<file path="config.mk">
export PLATFORM = sky130hd
export DESIGN_NAME = strongly_connected_members
export DESIGN_NICKNAME = d
export VERILOG_FILES = /design/src/hw/rtl/scc_pkg.sv /design/src/hw/rtl/scc_ram.sv /design/src/hw/rtl/scc_row_unit.sv /design/src/hw/rtl/strongly_connected_members.sv
export VERILOG_INCLUDE_DIRS = /design/src /design/src/hw/rtl
export SDC_FILE = /design/constraint.sdc
export NUM_CORES = 2
export LEC_CHECK = 0
export BUFFER_PORTS_ARGS = -buffer_cell sky130_fd_sc_hd__buf_2
export CAP_MARGIN = 15
export CORE_AREA = 2 2 291 293
export DETAILED_ROUTE_END_ITERATION = 8
export DIE_AREA = 0 0 293 295
export PLACE_DENSITY = 0.79
export SETUP_SLACK_MARGIN = 0.05
export SYNTH_ARGS = -nofsm -noshare
export SYNTH_HDL_FRONTEND = slang
export SYNTH_SLANG_ARGS = --single-unit
</file>
<file path="constraint.sdc">
create_clock -name clk -period 6.8 [get_ports clk]
set_input_delay 0.68 -clock clk [delete_from_list [all_inputs] [get_ports clk]]
set_output_delay 0.68 -clock clk [all_outputs]
set_load 0.1 [all_outputs]
</file>
<file path="src/hw/rtl/strongly_connected_members_macros.svh">
// assertion macros for the strongly connected members block
// used by the top level only, needs clk and rst_n in scope
`ifndef STRONGLY_CONNECTED_MEMBERS_MACROS_SVH
`define STRONGLY_CONNECTED_MEMBERS_MACROS_SVH

// same-cycle implication, checked out of reset
`define SCC_ASSERT_SAME(label, ante, cons, msg) \
  label: assert property (@(posedge clk) disable iff (!rst_n) (ante) |-> (cons)) \
    else $error(msg);

// next-cycle implication, checked out of reset
`define SCC_ASSERT_NEXT(label, ante, cons, msg) \
  label: assert property (@(posedge clk) disable iff (!rst_n) (ante) |=> (cons)) \
    else $error(msg);

`endif

</file>
<file path="src/hw/rtl/scc_pkg.sv">
// shared types, codes and helpers for the strongly connected members block
// no dependencies
package scc_pkg;

  localparam int NODE_W      = 5;   // node index field width
  localparam int CFG_W       = 6;   // node count register width
  localparam int MASK_W      = 32;  // member mask width
  localparam int COUNT_W     = 5;   // member count width
  localparam int IN_TDATA_W  = 16;
  localparam int OUT_TDATA_W = 40;
  localparam int CHUNK_W     = 8;   // bits counted per cycle
  localparam int CHUNKS      = MASK_W / CHUNK_W;
  localparam int CHUNK_IDX_W = $clog2(CHUNKS);
  localparam int ACC_W       = COUNT_W + 1;
  localparam logic [CFG_W-1:0] NODE_COUNT_RST = CFG_W'(32);

  typedef enum logic {
    CMD_EDGE  = 1'b0,
    CMD_QUERY = 1'b1
  } cmd_t;

  typedef enum logic [2:0] {
    ST_IDLE,
    ST_EDGE_RD,
    ST_EDGE_WR,
    ST_SWEEP,
    ST_COUNT,
    ST_DONE
  } state_t;

  function automatic logic [3:0] popcount8(input logic [CHUNK_W-1:0] v);
    logic [3:0] c;
    c = '0;
    for (int k = 0; k < CHUNK_W; k++) begin
      c = c + 4'(v[k]);
    end
    return c;
  endfunction

endpackage

</file>
<file path="src/hw/rtl/scc_ram.sv">
// generic single-write, single-read ram with registered read data
// no dependencies
module scc_ram #(
  parameter int WIDTH = 32,
  parameter int DEPTH = 32
) (
  input  logic                     clk,
  input  logic                     wr_en,
  input  logic [$clog2(DEPTH)-1:0] wr_addr,
  input  logic [WIDTH-1:0]         wr_data,
  input  logic                     rd_en,
  input  logic [$clog2(DEPTH)-1:0] rd_addr,
  output logic [WIDTH-1:0]         rd_data
);

  logic [WIDTH-1:0] mem [DEPTH];
  logic [WIDTH-1:0] rd_data_r;

  always_ff @(posedge clk) begin
    if (wr_en) begin
      mem[wr_addr] <= wr_data;
    end
    if (rd_en) begin
      rd_data_r <= mem[rd_addr];
    end
  end

  assign rd_data = rd_data_r;

endmodule

</file>
<file path="src/hw/rtl/scc_row_unit.sv">
// shared row unit: folds one adjacency row into both reach sets
// depends on nothing but its parameter
module scc_row_unit #(
  parameter int MAX_NODES = 32
) (
  input  logic [MAX_NODES-1:0]         row,
  input  logic [$clog2(MAX_NODES)-1:0] row_idx,
  input  logic [MAX_NODES-1:0]         act,
  input  logic [MAX_NODES-1:0]         fwd_seen,
  input  logic [MAX_NODES-1:0]         bwd_seen,
  output logic [MAX_NODES-1:0]         fwd_seen_nxt,
  output logic [MAX_NODES-1:0]         bwd_seen_nxt,
  output logic                         changed
);

  logic [MAX_NODES-1:0] fwd_add;
  logic                 bwd_hit;

  always_comb begin
    // forward: a reached tail adds its active heads
    fwd_add      = fwd_seen[row_idx] ? (row & act) : '0;
    fwd_seen_nxt = fwd_seen | fwd_add;
    // backward: a tail pointing into the set joins it
    bwd_hit      = |(row & bwd_seen);
    bwd_seen_nxt = bwd_seen | (bwd_hit ? (MAX_NODES'(1) << row_idx) : '0);
    changed      = (fwd_seen_nxt != fwd_seen) || (bwd_seen_nxt != bwd_seen);
  end

endmodule

</file>
<file path="src/hw/rtl/strongly_connected_members.sv">
// Strongly connected members of one node. The block holds a directed adjacency bit
// matrix in a ram of MAX_NODES rows (bit j of row i is edge i -> j). An edge word
// (tuser 0) sets or clears one edge and gives no result; it reads the row and then
// writes it back, but when an endpoint is not below the active node count it is
// dropped. A query word (tuser 1) names a source; the block sweeps the rows of the
// active nodes, one row a cycle through one shared row unit, growing the forward
// and backward reach sets together, and repeats whole sweeps until a sweep adds
// nothing. The number of sweeps is one more than the longest chain of new
// discoveries, at most about n+1 for n active nodes. The member mask is then
// counted eight bits a cycle. A source at or beyond the node count skips the
// sweeps and returns source_error. The block takes one word at a time; a
// finished result sits in the output register so the next word can be taken
// while it waits. Rows read as zero until first written, so there is no
// clearing pass after reset. node_count may only be written while idle.
// depends on scc_pkg, scc_ram, scc_row_unit and the assertion macro header
`include "strongly_connected_members_macros.svh"

module strongly_connected_members
  import scc_pkg::*;
#(
  parameter int MAX_NODES = 32
) (
  input  logic                   clk,
  input  logic                   rst_n,
  // configuration
  input  logic                   cfg_wr_en,
  input  logic [CFG_W-1:0]       cfg_wr_data,   // node_count
  // input words
  input  logic                   in_tvalid,
  output logic                   in_tready,
  input  logic [IN_TDATA_W-1:0]  in_tdata,      // from_node[4:0], to_node[9:5], edge_present[10]
  input  logic                   in_tuser,      // cmd
  // results
  output logic                   out_tvalid,
  input  logic                   out_tready,
  output logic [OUT_TDATA_W-1:0] out_tdata,     // member_mask[31:0], member_count[36:32]
  output logic                   out_tuser      // source_error
);

  localparam int IDX_W = $clog2(MAX_NODES);
  localparam int CNT_W = $clog2(MAX_NODES + 1);
  localparam int EXT_W = (MAX_NODES > MASK_W) ? MAX_NODES : MASK_W;

  // input fields
  logic [NODE_W-1:0] in_from;
  logic [NODE_W-1:0] in_to;
  logic              in_present;
  assign in_from    = in_tdata[NODE_W-1:0];
  assign in_to      = in_tdata[2*NODE_W-1:NODE_W];
  assign in_present = in_tdata[2*NODE_W];

  // control and working state
  state_t                 state_r, state_nxt;
  logic [CFG_W-1:0]       node_count_r;
  logic [MAX_NODES-1:0]   row_valid_r, row_valid_nxt;
  logic [NODE_W-1:0]      from_r, from_nxt;
  logic [NODE_W-1:0]      to_r, to_nxt;
  logic                   present_r, present_nxt;
  logic [MAX_NODES-1:0]   fwd_seen_r, fwd_seen_nxt;
  logic [MAX_NODES-1:0]   bwd_seen_r, bwd_seen_nxt;
  logic [CNT_W-1:0]       issue_r, issue_nxt;
  logic                   pend_r, pend_nxt;
  logic [IDX_W-1:0]       pend_idx_r, pend_idx_nxt;
  logic                   rd_ok_r, rd_ok_nxt;
  logic                   changed_r, changed_nxt;
  logic [CHUNK_IDX_W-1:0] chunk_r, chunk_nxt;
  logic [MASK_W-1:0]      res_mask_r, res_mask_nxt;
  logic [ACC_W-1:0]       res_cnt_r, res_cnt_nxt;
  logic                   res_err_r, res_err_nxt;
  logic                   out_valid_r, out_valid_nxt;
  logic [MASK_W-1:0]      out_mask_r, out_mask_nxt;
  logic [COUNT_W-1:0]     out_cnt_r, out_cnt_nxt;
  logic                   out_err_r, out_err_nxt;

  // active node count and mask
  logic [CNT_W-1:0]     n_act;
  logic [MAX_NODES-1:0] act;

  always_comb begin
    n_act = (int'(node_count_r) > MAX_NODES) ? CNT_W'(MAX_NODES) : CNT_W'(node_count_r);
    for (int k = 0; k < MAX_NODES; k++) begin
      act[k] = (k < int'(n_act));
    end
  end

  // adjacency ram
  logic                 ram_wr_en;
  logic [IDX_W-1:0]     ram_wr_addr;
  logic [MAX_NODES-1:0] ram_wr_data;
  logic                 ram_rd_en;
  logic [IDX_W-1:0]     ram_rd_addr;
  logic [MAX_NODES-1:0] ram_rd_data;
  logic [MAX_NODES-1:0] row_q;

  scc_ram #(
    .WIDTH (MAX_NODES),
    .DEPTH (MAX_NODES)
  ) u_adj_ram (
    .clk     (clk),
    .wr_en   (ram_wr_en),
    .wr_addr (ram_wr_addr),
    .wr_data (ram_wr_data),
    .rd_en   (ram_rd_en),
    .rd_addr (ram_rd_addr),
    .rd_data (ram_rd_data)
  );

  // a row never written reads as no edges
  assign row_q = rd_ok_r ? ram_rd_data : '0;

  // shared row unit
  logic [MAX_NODES-1:0] unit_fwd;
  logic [MAX_NODES-1:0] unit_bwd;
  logic                 unit_changed;

  scc_row_unit #(
    .MAX_NODES (MAX_NODES)
  ) u_row_unit (
    .row          (row_q),
    .row_idx      (pend_idx_r),
    .act          (act),
    .fwd_seen     (fwd_seen_r),
    .bwd_seen     (bwd_seen_r),
    .fwd_seen_nxt (unit_fwd),
    .bwd_seen_nxt (unit_bwd),
    .changed      (unit_changed)
  );

  // members: both sets, active only, source excluded, fitted to 32 bits
  logic [MAX_NODES-1:0] both;
  logic [EXT_W-1:0]     both_ext;
  logic [MASK_W-1:0]    members;

  always_comb begin
    both     = fwd_seen_r & bwd_seen_r & act;
    both_ext = EXT_W'(both);
    members  = both_ext[MASK_W-1:0] & ~(MASK_W'(1) << from_r);
  end

  assign in_tready = (state_r == ST_IDLE);

  // sequencer
  always_comb begin
    state_nxt     = state_r;
    row_valid_nxt = row_valid_r;
    from_nxt      = from_r;
    to_nxt        = to_r;
    present_nxt   = present_r;
    fwd_seen_nxt  = fwd_seen_r;
    bwd_seen_nxt  = bwd_seen_r;
    issue_nxt     = issue_r;
    pend_nxt      = 1'b0;
    pend_idx_nxt  = pend_idx_r;
    rd_ok_nxt     = rd_ok_r;
    changed_nxt   = changed_r;
    chunk_nxt     = chunk_r;
    res_mask_nxt  = res_mask_r;
    res_cnt_nxt   = res_cnt_r;
    res_err_nxt   = res_err_r;
    out_valid_nxt = out_valid_r && !out_tready;
    out_mask_nxt  = out_mask_r;
    out_cnt_nxt   = out_cnt_r;
    out_err_nxt   = out_err_r;
    ram_wr_en     = 1'b0;
    ram_wr_addr   = IDX_W'(from_r);
    ram_wr_data   = '0;
    ram_rd_en     = 1'b0;
    ram_rd_addr   = IDX_W'(from_r);

    case (state_r)
      ST_IDLE: begin
        if (in_tvalid) begin
          from_nxt    = in_from;
          to_nxt      = in_to;
          present_nxt = in_present;
          if (cmd_t'(in_tuser) == CMD_EDGE) begin
            // endpoints outside the active range drop the word
            if ((int'(in_from) < int'(n_act)) && (int'(in_to) < int'(n_act))) begin
              state_nxt = ST_EDGE_RD;
            end
          end else if (int'(in_from) < int'(n_act)) begin
            fwd_seen_nxt = MAX_NODES'(1) << in_from;
            bwd_seen_nxt = MAX_NODES'(1) << in_from;
            issue_nxt    = '0;
            changed_nxt  = 1'b0;
            state_nxt    = ST_SWEEP;
          end else begin
            fwd_seen_nxt = '0;
            bwd_seen_nxt = '0;
            res_mask_nxt = '0;
            res_cnt_nxt  = '0;
            res_err_nxt  = 1'b1;
            state_nxt    = ST_DONE;
          end
        end
      end

      ST_EDGE_RD: begin
        ram_rd_en   = 1'b1;
        ram_rd_addr = IDX_W'(from_r);
        rd_ok_nxt   = row_valid_r[IDX_W'(from_r)];
        state_nxt   = ST_EDGE_WR;
      end

      ST_EDGE_WR: begin
        ram_wr_en   = 1'b1;
        ram_wr_addr = IDX_W'(from_r);
        ram_wr_data = present_r ? (row_q | (MAX_NODES'(1) << to_r))
                                : (row_q & ~(MAX_NODES'(1) << to_r));
        row_valid_nxt[IDX_W'(from_r)] = 1'b1;
        state_nxt   = ST_IDLE;
      end

      ST_SWEEP: begin
        // fold the row read last cycle
        if (pend_r) begin
          fwd_seen_nxt = unit_fwd;
          bwd_seen_nxt = unit_bwd;
          changed_nxt  = changed_r | unit_changed;
        end
        // issue the next row of this sweep
        if (issue_r < n_act) begin
          ram_rd_en    = 1'b1;
          ram_rd_addr  = issue_r[IDX_W-1:0];
          rd_ok_nxt    = row_valid_r[issue_r[IDX_W-1:0]];
          pend_nxt     = 1'b1;
          pend_idx_nxt = issue_r[IDX_W-1:0];
          issue_nxt    = issue_r + CNT_W'(1);
        end else if (!pend_r) begin
          if (changed_r) begin
            issue_nxt   = '0;
            changed_nxt = 1'b0;
          end else begin
            res_mask_nxt = members;
            res_cnt_nxt  = '0;
            res_err_nxt  = 1'b0;
            chunk_nxt    = '0;
            state_nxt    = ST_COUNT;
          end
        end
      end

      ST_COUNT: begin
        res_cnt_nxt = res_cnt_r
                    + ACC_W'(popcount8(res_mask_r[{chunk_r, 3'b000} +: CHUNK_W]));
        chunk_nxt   = chunk_r + CHUNK_IDX_W'(1);
        if (chunk_r == CHUNK_IDX_W'(CHUNKS - 1)) begin
          state_nxt = ST_DONE;
        end
      end

      ST_DONE: begin
        // wait for the output register to free up
        if (!out_valid_r || out_tready) begin
          out_valid_nxt = 1'b1;
          out_mask_nxt  = res_mask_r;
          out_cnt_nxt   = res_cnt_r[COUNT_W-1:0];
          out_err_nxt   = res_err_r;
          state_nxt     = ST_IDLE;
        end
      end

      default: begin
        state_nxt = ST_IDLE;
      end
    endcase
  end

  // control registers
  always_ff @(posedge clk) begin
    if (!rst_n) begin
      state_r      <= ST_IDLE;
      row_valid_r  <= '0;
      node_count_r <= NODE_COUNT_RST;
      out_valid_r  <= 1'b0;
      pend_r       <= 1'b0;
    end else begin
      state_r      <= state_nxt;
      row_valid_r  <= row_valid_nxt;
      out_valid_r  <= out_valid_nxt;
      pend_r       <= pend_nxt;
      if (cfg_wr_en) begin
        node_count_r <= cfg_wr_data;
      end
    end
  end

  // working and payload registers
  always_ff @(posedge clk) begin
    from_r     <= from_nxt;
    to_r       <= to_nxt;
    present_r  <= present_nxt;
    fwd_seen_r <= fwd_seen_nxt;
    bwd_seen_r <= bwd_seen_nxt;
    issue_r    <= issue_nxt;
    pend_idx_r <= pend_idx_nxt;
    rd_ok_r    <= rd_ok_nxt;
    changed_r  <= changed_nxt;
    chunk_r    <= chunk_nxt;
    res_mask_r <= res_mask_nxt;
    res_cnt_r  <= res_cnt_nxt;
    res_err_r  <= res_err_nxt;
    out_mask_r <= out_mask_nxt;
    out_cnt_r  <= out_cnt_nxt;
    out_err_r  <= out_err_nxt;
  end

  assign out_tvalid = out_valid_r;
  assign out_tdata  = {(OUT_TDATA_W - MASK_W - COUNT_W)'(0), out_cnt_r, out_mask_r};
  assign out_tuser  = out_err_r;

  // checks
  `SCC_ASSERT_SAME(a_err_empty, out_valid_r && out_err_r,
                   (out_mask_r == '0) && (out_cnt_r == '0),
                   "error result carries members")
  `SCC_ASSERT_SAME(a_count_matches, out_valid_r,
                   $countones(out_mask_r) == int'(out_cnt_r),
                   "member count disagrees with mask")
  `SCC_ASSERT_NEXT(a_query_busy, in_tvalid && in_tready && (cmd_t'(in_tuser) == CMD_QUERY),
                   !in_tready, "query taken but block still ready")
  `SCC_ASSERT_SAME(a_sweep_active, state_r == ST_SWEEP && pend_r,
                   int'(pend_idx_r) < int'(n_act), "sweep row outside active range")

endmodule
</file>
# Yosys cells after proc, flatten, opt, wreduce, memory -nomap -nowiden
# Memories as Yosys holds them, arrays and structs flattened. A register that Yosys moved wholly into a read port is not among the register bits.
# Index checks and enable logic that the tools add are counted.
totals:
  output_inout_bits: 43
  romBits: 0
  n_memories: 1
  mem_bits_rw: 1024
  in_bits: 28
  reg_bits: 210
  word_cells: 219
  latch_bits: 0
memory_table:
  columns: ["name", "depth", "word_bits", "rd", "rd_clocked_by_memory_dff", "write_ports", "line_no", "rtl"]
  rows:
  - ["u_adj_ram.mem", 32, 32, 1, 1, 1, "scc_ram.sv:16", "logic [WIDTH-1:0] mem [DEPTH];"]
classes:
  bitwise: 13
  div_mod_pow: 0
  eq_ne: 22
  magnitude_cmp: 40
  reduce_logical: 25
  muxes: 82
  shift: 5
  mul: 0
  n_addsub: 10
op_table:
  columns: ["op", "count"]
  rows:
  - ["32-bit two-way mux", 16]
  - ["32-bit AND", 6]
  - ["32-bit one-hot mux with 2 select lines", 3]
  - ["32-bit bitwise OR", 4]
  - ["1-bit by 5-bit << shifter with 32-bit output (first input constant)", 4]
  - ["5-bit by 6-bit less-than comparator with 1-bit output (first input constant)", 16]
  - ["6-bit two-way mux", 13]
  - ["32-bit inequality test", 2]
  - ["32-bit NOT", 2]
  - ["4-bit by 6-bit less-than comparator with 1-bit output (first input constant)", 8]
  - ["32-bit OR reduction", 1]
  - ["32-bit by 6-bit variable part select with 8-bit output", 1]
  - ["3-bit two-way mux", 9]
  - ["3-bit by 6-bit less-than comparator with 1-bit output (first input constant)", 4]
  - ["1-bit two-way mux", 24]
  - ["7-bit AND reduction", 3]
  - ["5-bit by 6-bit less-than comparator with 1-bit output (second input constant)", 3]
  - ["2-bit inequality test (second input constant)", 9]
  - ["6-bit one-hot mux with 3 select lines", 1]
  - ["4-bit by 1-bit adder with 4-bit output", 4]
  - ["1-bit binary-select mux with 5-bit select", 3]
  - ["3-bit one-hot mux with 5 select lines", 1]
  - ["1-bit by 6-bit less-than comparator with 1-bit output (first input constant)", 2]
  - ["2-bit by 6-bit less-than comparator with 1-bit output (first input constant)", 2]
  - ["33 further kinds", 56]

# Longest topological paths before layout
depth:
  ltp_word: 14
  ltp_mapped: 18
  mapped_depth_nobuf: 13

# Hierarchy
# From an unflattened synthesis, not the netlist that was laid out.
hier_totals:
  cells_unflattened: 3478
  area_unflattened_um2: 53381.2
by_module_without_submodules:
  columns: ["module", "area_per_inst_um2", "n_inst", "cells_each"]
  rows:
  - ["scc_ram", 40809.1, 1, 2260]
  - ["strongly_connected_members", 10804.1, 1, 983]
  - ["scc_row_unit", 1767.9, 1, 235]

# Worst setup path before layout
# No wires, ideal clock.
synth_timing:
  kind: "reg-to-reg"
  from: "reg state_r[2]"
  to: "reg res_err_r (enable)"
  setup_slack_ns: 0.387
  path_stages_with_launch: 6
  synth_period_minus_slack_ns: 6.413
  setup_time_ns: 0.474
  t_arrival_ns: 5.939
  path_cell_list: "dfxtp_1 > clkbuf_1 > nor3_1 > and2_1 > nand3_1 > a21boi_0"
synth_via:
  elab_chain_cells: 3
  word_cells_on_any_way: 10
  classes_between: "eq/ne (7); reduce/logical (3)"
synth_rtl:
  columns: ["element", "line_no", "rtl"]
  rows:
  - ["start: declaration", "strongly_connected_members.sv:53", "state_t state_r, state_nxt;"]
  - ["start signal: assignment", "strongly_connected_members.sv:278", "state_r <= state_nxt;"]
  - ["3-bit zero test (*)", null, null]
  - ["named net in_tready", "strongly_connected_members.sv:30", "output logic in_tready,"]
  - ["2-bit inequality test (no line), or another cell as far along", null, null]
  - ["7-bit AND reduction (no line) (*)", null, null]
  - ["end signal: assignment", "strongly_connected_members.sv:302", "res_err_r <= res_err_nxt;"]
  - ["end: declaration", "strongly_connected_members.sv:69", "logic res_err_r, res_err_nxt;"]
# Mark *: on every way through the listed nets, which the timed path passes. The rest lies on a longest branch.
# A chain may end at the register's enable or synchronous reset.

# Worst setup path after layout
layout_timing:
  from: "reg node_count_r[4]"
  to: "reg u_adj_ram.rd_data_r[11] (netlist: u_adj_ram.rd_data[11]), read port of u_adj_ram.mem, data pin"
layout_via:
  elab_chain_cells: 5
  word_cells_on_any_way: 7
  classes_between: "order compare (2); mux (5)"
layout_rtl:
  columns: ["element", "line_no", "rtl"]
  rows:
  - ["start: declaration", "strongly_connected_members.sv:54", "logic [CFG_W-1:0] node_count_r;"]
  - ["start signal: assignment", "strongly_connected_members.sv:283", "node_count_r <= cfg_wr_data;"]
  - ["6-bit > comparator", "strongly_connected_members.sv:80", "n_act = (int'(node_count_r) > MAX_NODES) ? CNT_W'(MAX_NODES) : CNT_W'(node_count_r);"]
  - ["6-bit two-way mux (*)", "strongly_connected_members.sv:80", null]
  - ["6-bit less-than comparator (*)", "strongly_connected_members.sv:222", "if (issue_r < n_act) begin"]
  - ["1-bit two-way mux or 5-bit two-way mux (tied branches)", "strongly_connected_members.sv:222", null]
  - ["1-bit one-hot mux with 2 select lines or 5-bit two-way mux (tied branches)", "strongly_connected_members.sv:170", "case (state_r)"]
  - ["end: declaration", "scc_ram.sv:17", "logic [WIDTH-1:0] rd_data_r;"]
# Mark *: on every way between the ends. The rest lies on a longest branch, timed or not.

==> flow_metrics.py <==
metrics = {
    "status": {
        "status": "finished clean",
    },
    "logic_synthesis": {
        "syn-cell-area_um2": 52120,
        "avgSynthCellArea_um2": 14.51,
        "ys_async_sr_fraction_pct": 0,
        "synth_edf_count": 1222,
        "yosysTopAreaCellShare_pct": 70.41,
        "ys_types": 70,
        "yosysSeqAreaShare_pct": 72.06,
        "synth_area_leaders": "edfxtp_1, mux2i_1, nand2_1",
        "synth_top_flop_cell": "edfxtp_1",
        "synth_area_leader_cell": "edfxtp_1",
        "postSynthCellCount": 3591,
        "synth.ff_latch_count": 1265,
        "yosysWarnings": 0,
    },
    "floorplanning": {
        "row_count": 106,
        "dieWidth_um": 293,
        "die-height_um": 295,
        "core_area_um2": 83160,
        "ioPinCount": 71,
        "dieArea_um2": 86440,
        "start_util_pct": 62.67,
    },
    "cells_and_area": {
        "layout_commonest_cell": "edfxtp_1",
        "layout.nets": 3716,
        "final_cell_mix": "edfxtp_1, nand2_1, mux2i_1, a32oi_1, nor2_1",
        "drive_above_1_share_pct": 14.04,
        "final_area_um2": 58200,
        "area_growth_pct": 11.67,
    },
    "setup_path": {
        "crit_arrival_ns": 5.72,
        "r2r_start": "node_count_r[4]",
        "crit_family": "simple AND/OR/NAND/NOR gates",
        "cpMaxStageDelayCell": "dfxtp_1",
        "cp-start-kind": "flop",
        "cp_num_buf_inv": 3,
        "cp-end-kind": "flop",
        "r2r-end": "u_adj_ram.rd_data[11]",
        "crit_type": "flop to flop",
        "critPathRequiredTime_ns": 7.24,
        "cp_cell_sequence": "nand2_1, ha_1, a21oi_1, a21boi_0, nor3_2, nand2_4, inv_4, mux2i_1, buf_4, and2_2, buf_4, a32oi_1, nand4_1, nor2_1",
        "rr_worst_depth": 14,
        "ff2ff_setup_slack_ns": 1.52,
        "slowest_delay_ns": 0.82,
        "crit_path_frequent_cell": "buf_4",
        "crit_fanout": 18,
    },
    "drt": {
        "via_count": 33997,
        "routed_wirelength_um": 156900,
        "drtPass1Iterations": 6,
        "drt_iter0_drc": 5587,
        "wl_per_cell_um": 32.35,
        "drtAntennaViolNets": 0,
        "drc": 0,
        "via_per_inst": 7.011,
    },
    "grt": {
        "grt_use_met3_pct": 7.382,
        "grt_use_met1_pct": 50.10,
        "grt_antenna_before_repair": 3,
        "grtUsageMet2_pct": 54.48,
        "grt_use_total_pct": 36.21,
        "grt_pass1_wl_um": 222900,
        "top_usage_layer": "met2",
        "grt_pass1_vias": 32232,
        "grt-ovfl-total": 0,
        "grt_max_degree": 103,
    },
    "timing": {
        "max_freq_ghz": 0.1894,
        "tns_ns": 0,
        "slew_headroom_pct": 16.53,
        "period_minus_slack_ns": 5.280,
        "finalSetupViolCount": 0,
        "fin_skew_ns": 0.04891,
        "rsz0062_at_grt": "false",
        "maxSlewViolCount": 0,
        "worst_pin_slew_ns": 1.251,
        "fin_crit_sh_pct": 77.64,
        "hold_viol": 0,
        "setup_ws_ns": 1.520,
    },
    "placement": {
        "io_buffers": 62,
        "globalplace.congestion": 1.069,
        "place_hpwl_um": 91710,
        "placed_cell_area_um2": 54010,
        "place_ws_ns": 1.816,
    },
    "cts": {
        "cts_buffers": 121,
        "clk_pin_slew_ns": 0.06,
        "htreeDepth": 3,
        "max-clock-path-buffers": 3,
        "clock-sinks": 1265,
        "post_cts_resized": 0,
        "clk_latency_ns": 0.72,
        "root_buffer": "clkbuf_16",
        "post_cts_buffers": 0,
        "hold_buffers": 0,
        "cts_tree": "yes",
    },
    "run": {
        "cap_violations": 0,
    },
    "power": {
        "powerDensity_nw_per_um2": 309.5,
        "vdd_drop_max_mv": 0.2559,
        "leakagePower_nw": 19.60,
        "power_w": 0.01802,
    },
    "worst_hold_path": {
        "hold_path.class": "input pin to flop",
        "min_from": "in_tdata[10]",
        "min_to": "present_r",
        "whs_path_depth": 1,
    },
}
==> routing by layer <==
layer	up-vias	routed length, um
met5	-	11
met4	2	9833
met3	468	19880
met2	2695	70130
met1	16702	57000
li1	14130	-
==> worst max-delay path by stage <==
stage / startpoint / endpoint / slack [ns] / cells after the start
2_1_floorplan: state_r[2] / res_err_r / 0.39 / 5
3_5_place_dp: node_count_r[4] / u_adj_ram.rd_data[13] / 1.82 / 14
4_1_cts: node_count_r[4] / u_adj_ram.rd_data[11] / 1.73 / 14
3_3_place_gp: node_count_r[4] / u_adj_ram.rd_data[7] / 1.95 / 14
6_report: node_count_r[4] / u_adj_ram.rd_data[11] / 1.52 / 14
5_1_grt: node_count_r[4] / u_adj_ram.rd_data[11] / 1.46 / 14
==> worst reg2reg max path, cell delays in order, from the launching register on <==
cell	delay (ns)
dfxtp_1	0.82
nand2_1	0.25
ha_1	0.37
a21oi_1	0.14
a21boi_0	0.11
nor3_2	0.42
nand2_4	0.15
inv_4	0.27
mux2i_1	0.59
buf_4	0.27
and2_2	0.64
buf_4	0.38
a32oi_1	0.11
nand4_1	0.40
nor2_1	0.09
==> state kept, by name, indices dropped and copies added, names as in the netlist, 6 cells and up <==
name               flops
node_count_r           6
u_adj_ram.rd_data     32
row_valid_r           32
out_mask_r            32
res_mask_r            32
issue_r                6
fwd_seen_r            32
bwd_seen_r            32
u_adj_ram.mem       1024
==> cell usage after synthesis (all sizes together), types with 6 or more instances <==
cell and n:
o22ai 68, a221oi 6, or3 12, o2111ai 8, mux2 6, edfxtp 1222
nor2 229, inv 23, ha 21, a211oi 7, mux2i 278, mux4 34
nor3 22, a2111oi 7, o21ai 15, nor2b 20, dfxtp 43, and2 20
o211ai 8, a22oi 10, nand3 55, buf 111, clkbuf 141, nor3b 7
a21oi 67, a22o 6, nand4 78, a21o 8, nand2b 17, a31oi 89
nand2 616, or2 15, a32oi 260
==> cell families after synthesis <==
kind of cell | synth area share (%)
flops | 72.06
xor+xnor | 0.1176
other cells | 0.007195
mux | 6.938
compound gates | 8.402
simple gates | 9.216
fa+ha+maj | 0.6962
buf+inv | 2.564
==> power by group <==
group          leakage, nW  switching [W]  internal (W)
Combinational         6.32        0.00158      0.000664
Sequential            11.4       0.000260       0.00883
Clock                 1.90        0.00293       0.00375
Total                 19.6        0.00477        0.0132
==> area by class of cell <==
cell class	count	area (um^2)
diodes	2	5.005
clock buffers	143	3132
clock inverters	85	817.0
fillers	5247	24960
inverters	25	97.59
multi-input cells	2051	13690
flip-flops and latches	1265	37560
well taps	1080	1351
repair buffers	198	1553
==> stage by stage <==
stage                     hold slack, ns  utilization (%)  instances
after floorplan                   0.4003                -       3593
after global placement            0.4028            64.93       4603
after detailed placement          0.4253            64.95       4604
after CTS                         0.1573            69.70       4832
after global routing              0.1738            69.98       4847
final                             0.1779            69.99       4849
No activity file was read; power rests on OpenSTA's default activity.
